### src/hw/rtl/dsfe_pkg.sv
// Shared constants and types for the DLE stuffed frame encoder.
package dsfe_pkg;

  localparam logic [7:0] DLE  = 8'h3D;
  localparam logic [7:0] SOT  = 8'h53;
  localparam logic [7:0] EOT  = 8'h45;
  localparam logic [7:0] MARK = 8'h80;

  // Legacy status codes that get the mark bit at payload byte two
  localparam logic [7:0] CODE_NUL = 8'h00;
  localparam logic [7:0] CODE_STX = 8'h02;
  localparam logic [7:0] CODE_ETX = 8'h03;
  localparam logic [7:0] CODE_LF  = 8'h0A;

  localparam int unsigned MARK_INDEX = 2;

  // Longest burst per payload word: DLE SOT b b sum sum DLE EOT
  localparam int unsigned MAX_BURST = 8;
  localparam int unsigned CNT_W     = $clog2(MAX_BURST + 1);

  typedef struct packed {
    logic [MAX_BURST-1:0][7:0] data;   // data[0] goes out first
    logic [CNT_W-1:0]          count;
    logic                      closes; // burst ends with EOT
  } burst_t;

endpackage

### src/hw/rtl/dsfe_burst.sv
// Builds the burst of stream bytes caused by one payload word.
module dsfe_burst #(
  parameter int unsigned PAYLOAD_LEN = 8,
  parameter int unsigned POS_W       = 3
) (
  input  logic [POS_W-1:0]  pos,
  input  logic [7:0]        sum,
  input  logic              compat,
  input  logic [7:0]        payload_byte,
  output logic [7:0]        sum_new,
  output logic              last,
  output dsfe_pkg::burst_t  burst
);

  localparam bit MARK_ON = (PAYLOAD_LEN > dsfe_pkg::MARK_INDEX);

  logic                        first;
  logic                        legacy;
  logic [7:0]                  b_send;
  logic [dsfe_pkg::CNT_W-1:0]  n;

  always_comb begin
    first  = (pos == '0);
    last   = (pos == POS_W'(PAYLOAD_LEN - 1));
    legacy = (payload_byte == dsfe_pkg::CODE_NUL) || (payload_byte == dsfe_pkg::CODE_STX) ||
             (payload_byte == dsfe_pkg::CODE_ETX) || (payload_byte == dsfe_pkg::CODE_LF);
    if (MARK_ON && compat && legacy && (pos == POS_W'(dsfe_pkg::MARK_INDEX))) begin
      b_send = payload_byte | dsfe_pkg::MARK;
    end else begin
      b_send = payload_byte;
    end
    sum_new = sum + b_send;

    n            = '0;
    burst.data   = '0;
    // open the frame
    if (first) begin
      burst.data[n[dsfe_pkg::CNT_W-2:0]] = dsfe_pkg::DLE;
      n = n + 1'b1;
      burst.data[n[dsfe_pkg::CNT_W-2:0]] = dsfe_pkg::SOT;
      n = n + 1'b1;
    end
    // payload word, doubled if DLE
    burst.data[n[dsfe_pkg::CNT_W-2:0]] = b_send;
    n = n + 1'b1;
    if (b_send == dsfe_pkg::DLE) begin
      burst.data[n[dsfe_pkg::CNT_W-2:0]] = b_send;
      n = n + 1'b1;
    end
    // checksum and close
    if (last) begin
      burst.data[n[dsfe_pkg::CNT_W-2:0]] = sum_new;
      n = n + 1'b1;
      if (sum_new == dsfe_pkg::DLE) begin
        burst.data[n[dsfe_pkg::CNT_W-2:0]] = sum_new;
        n = n + 1'b1;
      end
      burst.data[n[dsfe_pkg::CNT_W-2:0]] = dsfe_pkg::DLE;
      n = n + 1'b1;
      burst.data[n[dsfe_pkg::CNT_W-2:0]] = dsfe_pkg::EOT;
      n = n + 1'b1;
    end
    burst.count  = n;
    burst.closes = last;
  end

endmodule

### src/hw/rtl/dle_stuffed_frame_encoder_top.sv
// Top level of the DLE stuffed frame encoder: frame state, burst register, output drain.
//
//  channel   | signals                                   | direction
//  ----------+-------------------------------------------+-----------
//  input     | in_valid, in_stall, payload_byte          | word in
//  output    | out_valid, out_stall, out_byte, frame_end | word out
//  config    | cfg_write, cfg_data                       | register write
//
// An accepted payload word lands in the burst register as 1 to 8 stream bytes,
// and its first byte is offered in the next cycle. The burst leaves one byte per
// cycle while out_stall is low, so a word holds the block until its last stream byte leaves.
// The next word is taken in the cycle the last byte leaves, so bursts run back to back.
// Reset clears frame position, checksum and burst count; compat mark enable resets to 1.
// A stalled output holds the head byte and blocks new words until the last byte leaves.
module dle_stuffed_frame_encoder_top #(
  parameter int unsigned PAYLOAD_LEN = 8
) (
  input  logic       clk,
  input  logic       rst,
  input  logic       cfg_write,
  input  logic       cfg_data,
  input  logic       in_valid,
  output logic       in_stall,
  input  logic [7:0] payload_byte,
  output logic       out_valid,
  input  logic       out_stall,
  output logic [7:0] out_byte,
  output logic       frame_end
);

  localparam int unsigned POS_W = (PAYLOAD_LEN > 1) ? $clog2(PAYLOAD_LEN) : 1;

  logic                        compat;
  logic [POS_W-1:0]            pos;
  logic [7:0]                  sum;
  dsfe_pkg::burst_t            burst;
  dsfe_pkg::burst_t            burst_new;
  logic [7:0]                  sum_new;
  logic                        last;
  logic                        in_take;
  logic                        out_take;

  dsfe_burst #(
    .PAYLOAD_LEN (PAYLOAD_LEN),
    .POS_W       (POS_W)
  ) u_burst (
    .pos          (pos),
    .sum          (sum),
    .compat       (compat),
    .payload_byte (payload_byte),
    .sum_new      (sum_new),
    .last         (last),
    .burst        (burst_new)
  );

  // Head of the burst register drives the output
  assign out_valid = (burst.count != '0);
  assign out_byte  = burst.data[0];
  assign frame_end = burst.closes && (burst.count == dsfe_pkg::CNT_W'(1));
  assign out_take  = out_valid && !out_stall;

  // Take a new word when the burst register is empty or emptying now
  assign in_stall = (burst.count > dsfe_pkg::CNT_W'(1)) ||
                    ((burst.count == dsfe_pkg::CNT_W'(1)) && out_stall);
  assign in_take  = in_valid && !in_stall;

  always_ff @(posedge clk) begin
    if (rst) begin
      compat <= 1'b1;
    end else if (cfg_write) begin
      compat <= cfg_data;
    end
  end

  // Frame position and checksum advance per accepted word; drop to zero at frame end
  always_ff @(posedge clk) begin
    if (rst) begin
      pos <= '0;
      sum <= '0;
    end else if (in_take) begin
      if (last) begin
        pos <= '0;
        sum <= '0;
      end else begin
        pos <= pos + 1'b1;
        sum <= sum_new;
      end
    end
  end

  // Burst register: load on accept, otherwise shift one byte per taken output byte
  always_ff @(posedge clk) begin
    if (rst) begin
      burst.count <= '0;
    end else if (in_take) begin
      burst.count <= burst_new.count;
    end else if (out_take) begin
      burst.count <= burst.count - 1'b1;
    end
    if (in_take) begin
      burst.data   <= burst_new.data;
      burst.closes <= burst_new.closes;
    end else if (out_take) begin
      for (int unsigned i = 0; i < dsfe_pkg::MAX_BURST - 1; i++) begin
        burst.data[i] <= burst.data[i+1];
      end
      burst.data[dsfe_pkg::MAX_BURST-1] <= '0;
    end
  end

  // The closing word of a frame is always EOT
  a_end_is_eot: assert property (@(posedge clk) disable iff (rst)
    (out_valid && frame_end) |-> (out_byte == dsfe_pkg::EOT))
    else $error("frame_end on a byte other than EOT");

  // Frame state is back at start once the closing word leaves
  a_end_resets_state: assert property (@(posedge clk) disable iff (rst)
    (out_take && frame_end) |-> ((pos == '0) && (sum == '0)))
    else $error("frame state not cleared at frame end");

  // A word at frame start opens its burst with DLE
  a_open_with_dle: assert property (@(posedge clk) disable iff (rst)
    (in_take && (pos == '0)) |=> (out_valid && (out_byte == dsfe_pkg::DLE)))
    else $error("frame did not open with DLE");

endmodule
### config.mk
export PLATFORM = sky130hd
export DESIGN_NAME = dle_stuffed_frame_encoder_top
export DESIGN_NICKNAME = d
export VERILOG_FILES = /design/src/hw/rtl/dsfe_pkg.sv /design/src/hw/rtl/dsfe_burst.sv /design/src/hw/rtl/dle_stuffed_frame_encoder_top.sv
export SDC_FILE = /design/constraint.sdc
export NUM_CORES = 1
export LEC_CHECK = 0
export BUFFER_PORTS_ARGS = -buffer_cell sky130_fd_sc_hd__buf_2
export CAP_MARGIN = 20
export CORE_ASPECT_RATIO = 1.1
export CORE_MARGIN = 2
export CORE_UTILIZATION = 54
export CTS_CLUSTER_SIZE = 16
export DETAILED_ROUTE_END_ITERATION = 7
export PLACE_DENSITY = 0.83
export SLEW_MARGIN = 20
export SYNTH_ARGS = -nofsm -noshare
export SYNTH_HDL_FRONTEND = slang
export SYNTH_SLANG_ARGS = --single-unit
### constraint.sdc
create_clock -name clk -period 6.6 [get_ports clk]
set_input_delay 1.32 -clock clk [delete_from_list [all_inputs] [get_ports clk]]
set_output_delay 1.32 -clock clk [all_outputs]
set_load 0.05 [all_outputs]
==> results of run 1 <==
-- layer usage --
layer	GRT usage (%)	up-vias
li1	-	2204
met1	37.4	2332
met2	46.9	287
met3	5.51	59
met4	16.3	0
met5	0	-
-- worst paths after layout --
kind / from / endpoint / slack [ns] / cells past startpoint
worst max-delay path: payload_byte[0] / burst[31] / 0.96 / 18
worst min-delay path: sum[0] / sum[0] / 0.48 / 2
worst max register to register: sum[0] / burst[31] / 1.74 / 17
worst min register to register: sum[0] / sum[0] / 0.48 / 2
-- stage by stage --
stage	cell area [um2]	std cells	total power, mW
4_1_cts	5740	713	3.13
2_1_floorplan	5410	590	2.30
3_3_place_gp	5520	697	2.68
3_5_place_dp	5520	697	2.73
5_1_grt	5740	713	3.35
6_report	5740	713	3.17
-- area by class of cell --
class / instances / area [um2] / share of cell area (%)
clock buffer: 10 / 128 / 2.22
multi-input combinational: 446 / 2830 / 49.3
timing repair buffer: 34 / 195 / 3.40
clock inverter: 6 / 90.1 / 1.57
inverter: 16 / 72.6 / 1.26
tap: 120 / 150 / 2.62
sequential: 81 / 2270 / 39.6
-- logic make-up after synthesis --
logic type / count (synthesis)
multiplexers: 2
adder cells (fa/ha/maj): 23
AND/OR/NAND/NOR: 197
buffers and inverters: 63
XOR/XNOR: 18
AO/OA/AOI/OAI: 206
flip-flops: 81
-- where the power goes --
| part | switching [mW] | leakage (nW) | internal (mW) |
|---|---|---|---|
| Combinational | 1.21 | 1.31 | 0.528 |
| Clock | 0.199 | 0.107 | 0.215 |
| Sequential | 0.0817 | 0.776 | 0.942 |
-- worst min-delay path: stages (launching register included) --
cell and delay [ns]:
dfxtp_1 0.33, nand2_1 0.06, a21oi_1 0.06
-- layout by cell type, fill, tap and decap left out, types with 6 or more instances in the layout --
master    instances
nand2_1          69
edfxtp_1         65
nor2_1           52
a21oi_1          52
o21ai_0          42
buf_2            24
ha_1             21
dfxtp_1          16
inv_1            13
a31oi_1          12
a32o_1           11
xnor2_1          10
nor3_1           10
buf_4            10
nand2b_1          9
nor2b_1           9
a22oi_1           9
clkbuf_8          9
and3_1            8
and2_1            8
nand3_1           7
a21o_1            7
a211o_1           7
xor2_1            6
a22o_1            6
-- registers in the layout (all words and copies together) (netlist names) --
| name | flops |
|---|---|
| sum | 8 |
| pos | 3 |
| out_byte | 8 |
| compat | 1 |
| burst | 61 |
==> results.txt, run 1 <==
VDD IR max: 304 uV
CP Max Fanout: 11
Synth Area per Inst: 9.16 um2
Top routing layer in use: met4
# IOs: 25
Hold_buf cts: 0
Synth top area cells: edfxtp_1 (36%), dfxtp_1 (5.9%), nand2_1 (4.9%), ha_1 (4.9%), a21oi_1 (4.8%)
Synth cell count leaders: nand2_1 (71), edfxtp_1 (65), a21oi_1 (52), nor2_1 (52), o21ai_0 (42)
Syn_nets: 626
Largest family of logic cells by synthesized area: compound AO/OA/AOI/OAI gates
Worst setup EP type: register
# fillers: 842
Via density: 6.85
Max Fclk: 177 MHz
Die Span Y: 109 um
Root Buffer: clkbuf_8
Core Util, Final: 58.6%
Post-synthesis compound-gate area fraction: 26.0%
Worst Skew: 0.0106 ns
Synthesized cell area: 0.00541 mm2
Tcrit/Tclk final: 85.4%
Async S/R FF share, synth: 0%
Port Buffers: 24
First-iteration detailed-routing DRC count: 524
Area share of the largest cell type after synthesis: 36.1%
Worst EP arrival: 5.76 ns
Main flop type after synthesis: edfxtp_1
Cell family with most CP delay: simple AND/OR/NAND/NOR gates
NumNets Final: 624
Reg clk slew, reported paths: 0.09 ns
Gpl congestion: 0.938
Crit path launch type: input port
CP max stage delay: 0.65 ns
Post-synth top area cell: edfxtp_1
DRC: 0
Relative slew slack: 30.6%
Post-Synth Simple-Gate Area: 17.2%
Synth Register Bits: 81
Grt total ovfl: 0
Total track usage: 29.3%
Routed wl met3: 1.37 mm
Slew Viols, Final: 0
Critical Path, Cell by Cell: buf_2 -> ha_1 -> fa_1 -> a211oi_2 -> o21bai_1 -> a21oi_1 -> xnor2_1 -> or3_1 -> nor2_1 -> nand2_1 -> nand2_1 -> ha_1 -> nor2_1 -> o221ai_1 -> a21bo_2 -> nor2b_1 -> o2111ai_1 -> a22o_1
Fraction of layout instances using a drive strength above 1: 12.1%
HPWL after detailed placement: 10.3 mm
Metal1 wirelength: 6.21 mm
DRT Pass-1 Iters: 5
Site Rows: 38
CP max stage cell: or3_1
Die X: 99.4 um
Cells after Synth: 590
Met2 wire len: 7.10 mm
Mux cell area share after synthesis: 0.394%
Sequential share of the synthesized area: 42.0%
Longest Clk Path Bufs: 2
Post_cts resized: 0
Worst path buffer plus inverter count: 1
Worst Path Required: 6.72 ns
First-pass GRT wire length: 24.5 mm
Core area: 0.00979 mm2
Synth warn: 0
Setup ws final: 0.961 ns
Setup violators final: 0
Setup Fix Bufs, Post-CTS: 0
Least-Margin Pin Slew: 1.03 ns
Initial core utilization: 55.2%
Synth unique cells: 76
Final ANT Viol Nets: 0
Initial antenna violation count: 0
Setup TNS: 0 ns
RSZ-0062 raised after global routing: no
Worst hold slack: 0.482 ns
Count leader, synth: nand2_1
Setup CP Type: in -> reg
Syn-to-layout area delta: 6.13%
Final hold vios: 0
Number of global-route vias before repair: 4731
Clk_lat worst skew: 0.36 ns
Ant. Diodes: 0
Maximum level of the CTS H-tree: 3
Synth Area in XOR/XNOR: 3.19%
Vias after detailed routing: 4882
Power per cell area: 553 mW/mm2
TritonCTS clock tree: done
Max Cap Viol: 0
Min cycle time layout: 5.64 ns
Setup WS pre-CTS: 0.689 ns
Die area: 0.0108 mm2
CTS Buf Count: 9
Status: completed
Worst min path class: reg -> reg
Leakage Power: 2.19 nW
EDFF count, synth: 65
CTS sink cnt: 81
DRT Wirelength: 15.4 mm
Largest net degree at the start of global routing: 44
Post-synthesis adder-cell area fraction: 5.44%
DR WL/cell: 21.6 um
Note: power is estimated with default switching activity, not from simulation.
==> run 2: changes to the inputs <==
- PLACE_DENSITY: 0.83 -> unset
- PLACE_DENSITY_LB_ADDON: unset -> 0.05
- SLEW_MARGIN: 20 -> unset
==> run 2 against run 1 <==
Non-clock buffer count grew 4; total power grew 1.5%; cell count increased by 0.56%; sequential cell count did not move; global-route usage grew 2.2 points; count of clock-buffer cells in the layout shrank 1; cell area increased by 0.33%; first-iteration DRC count fell by 18%; combinational power rose by 3%; core utilization up 0.19 points; routed wire length up 7.6%; critical path type unchanged; largest cell class unchanged; largest power group unchanged; highest routed layer unchanged.
==> results.txt, run 2 (synthesized netlist as in run 1, its figures left out) <==
Setup CP Type: in -> reg
Crit path launch type: input port
Worst Path Required: 6.72 ns (about the same)
Site Rows: 38 (unchanged)
Sequential Power Share: 32.2% (about the same)
Maximum level of the CTS H-tree: 3 (unchanged)
NumNets Final: 628 (+0.64%)
Setup Fix Bufs, Post-CTS: 0 (unchanged)
NetSw: 1.54 mW (+3.7%)
First-iteration detailed-routing DRC count: 431 (-18%)
Critical hold path startpoint: sum[0]
Setup violators final: 0 (unchanged)
DRC: 0 (unchanged)
Worst EP arrival: 5.78 ns (+0.02 ns)
Worst Skew: 0.00805 ns (-0.00258 ns)
Reg clk slew, reported paths: 0.08 ns (about the same)
RSZ-0062 raised after global routing: no
Port Buffers: 24 (unchanged)
Max Fclk: 177 MHz (-0.32%)
Via density: 6.70 (-2.1%)
Worst min path class: reg -> reg
Final ANT Viol Nets: 0 (unchanged)
DRT Wirelength: 16.6 mm (+7.6%)
Gpl congestion: 0.919 (-2.0%)
TritonCTS clock tree: done
First-pass GRT wire length: 25.5 mm (+4.1%)
Core area: 0.00979 mm2 (unchanged)
Initial antenna violation count: 0 (unchanged)
Relative slew slack: 33.1% (+2.4 points)
Die Span Y: 109 um (unchanged)
Final hold vios: 0 (unchanged)
Hold path depth: 2 (unchanged)
Max Cap Viol: 0 (unchanged)
Min cycle time layout: 5.66 ns (+0.0182 ns)
DR WL/cell: 23.1 um (+7.0%)
Area occupied by registers: 0.00227 mm2 (unchanged)
Pint: 1.68 mW (-0.41%)
Fin area: 0.00576 mm2 (+0.33%)
HPWL after detailed placement: 11.2 mm (+8.8%)
Initial core utilization: 55.2% (unchanged)
End of the worst register-to-register path: out_byte[4]
Ant. Diodes: 0 (unchanged)
VDD IR max: 422 uV (+39%)
Root Buffer: clkbuf_8
Die area: 0.0108 mm2 (unchanged)
CTS Buf Count: 9 (unchanged)
Hold EP: sum[0]
# IOs: 25 (unchanged)
Number of global-route vias before repair: 4508 (-4.7%)
Post_cts resized: 0 (unchanged)
Hold_buf cts: 0 (unchanged)
Grt total ovfl: 0 (unchanged)
Clk_lat worst skew: 0.37 ns (about the same)
Switching share of total power: 47.9% (+1.0 points)
Total track usage: 31.4% (+2.2 points)
Clock power frac: 11.8% (-1.3 points)
Max reg flops: 61 (unchanged)
Status: completed
Reg2reg setup slack: 1.71 ns (-0.03 ns)
Most common cell after layout, fill and taps aside: nand2_1
Logic pwr share: 56.0% (+1.3 points)
Leakage Power: 2.20 nW (+0.71%)
Largest net degree at the start of global routing: 78 (+77%)
Commonest non-fill, non-tap cells in the layout: nand2_1 (69), edfxtp_1 (65), nor2_1 (52), a21oi_1 (52), o21ai_0 (42)
Area after DPL: 0.00554 mm2 (+0.41%)
Slew Viols, Final: 0 (unchanged)
Reg2reg start: sum[0]
Power per cell area: 560 mW/mm2 (+1.2%)
Setup TNS: 0 ns (unchanged)
Biggest register: burst
Longest Clk Path Bufs: 2 (unchanged)
Multi-input logic area: 0.00283 mm2 (unchanged)
CTS sink cnt: 81 (unchanged)
CP Max Fanout: 10 (-1)
Die X: 99.4 um (unchanged)
DRT Pass-1 Iters: 5 (unchanged)
Worst reg-to-reg path cell count: 17 (unchanged)
Vias after detailed routing: 4805 (-1.6%)
Syn-to-layout area delta: 6.48%
Worst setup EP type: register
# fillers: 918 (+9.0%)
Least-Margin Pin Slew: 1.00 ns (-0.0324 ns)
Fraction of layout instances using a drive strength above 1: 12.6% (+0.42 points)
Tcrit/Tclk final: 85.7% (+0.28 points)
run 2: changes by cell type in the layout (fill, tap and decap cells not counted), sizes merged:
| cell | previous run | this run |
|---|---|---|
| dlymetal6s2s | 0 | 1 |
| bufinv | 2 | 1 |
| buf | 34 | 37 |
| clkbuf | 10 | 9 |
| clkinvlp | 1 | 2 |
| inv | 15 | 16 |
run 2: layout make-up:
type	count	area share [%]
timing repair buffer	38	4.00
multi-input combinational	446	49.2
tap	120	2.61
sequential	81	39.5
inverter	16	1.26
clock buffer	9	2.15
clock inverter	7	1.35
run 2: per-stage QoR:
stage / hold WS, ns / util, % / setup WS (ns) / total power [mW] / cells
detailed placement: 0.472 / 56.6 / 0.710 / 2.80 / 700
CTS: 0.486 / 58.6 / 1.08 / 3.18 / 716
global placement: 0.450 / 56.6 / 0.852 / 2.79 / 700
global route: 0.493 / 58.8 / 0.633 / 3.40 / 717
floorplan: 0.436 / - / 1.37 / 2.30 / 590
finish: 0.487 / 58.8 / 0.943 / 3.22 / 717
run 2: how the worst max path moves through the flow:
stage / from / endpoint / slack (ns) / cells past startpoint
global route: payload_byte[0] / out_byte[4] / 0.63 / 18
floorplan: payload_byte[0] / burst[31] / 1.37 / 19
CTS: payload_byte[0] / out_byte[4] / 1.08 / 18
detailed placement: payload_byte[0] / out_byte[4] / 0.71 / 18
finish: payload_byte[0] / out_byte[4] / 0.94 / 18
global placement: payload_byte[0] / out_byte[5] / 0.85 / 18
run 2: metal layers:
metal	share of wire, %	up-vias	global-route usage (%)
li1	-	2215	-
met1	42	2320	41.3
met2	48	221	51.6
met3	7.0	49	5.00
met4	3.5	0	13.7
met5	0	-	0
run 2: worst max-delay path: stages:
cell and delay, ns:
buf_2 0.12, ha_1 0.22, fa_1 0.47, a21o_1 0.21, a21oi_1 0.24, xnor2_2 0.33, nand3_2 0.13, or3_1 0.52
nor2_1 0.40, nand2_1 0.13, nand2_1 0.08, ha_1 0.29, nor2b_1 0.24, o2111ai_1 0.15, a21oi_1 0.30, nand2b_1 0.25
a21oi_1 0.07, a211o_1 0.29
run 2: power groups by stage:
stage | clock [mW] | sequential [mW] | combinational (mW)
CTS | 0.387 | 1.04 | 1.76
detailed placement | 0 | 1.05 | 1.75
global route | 0.403 | 1.06 | 1.93
floorplan | 0 | 1.02 | 1.28
global placement | 0 | 1.04 | 1.75
finish | 0.380 | 1.04 | 1.80
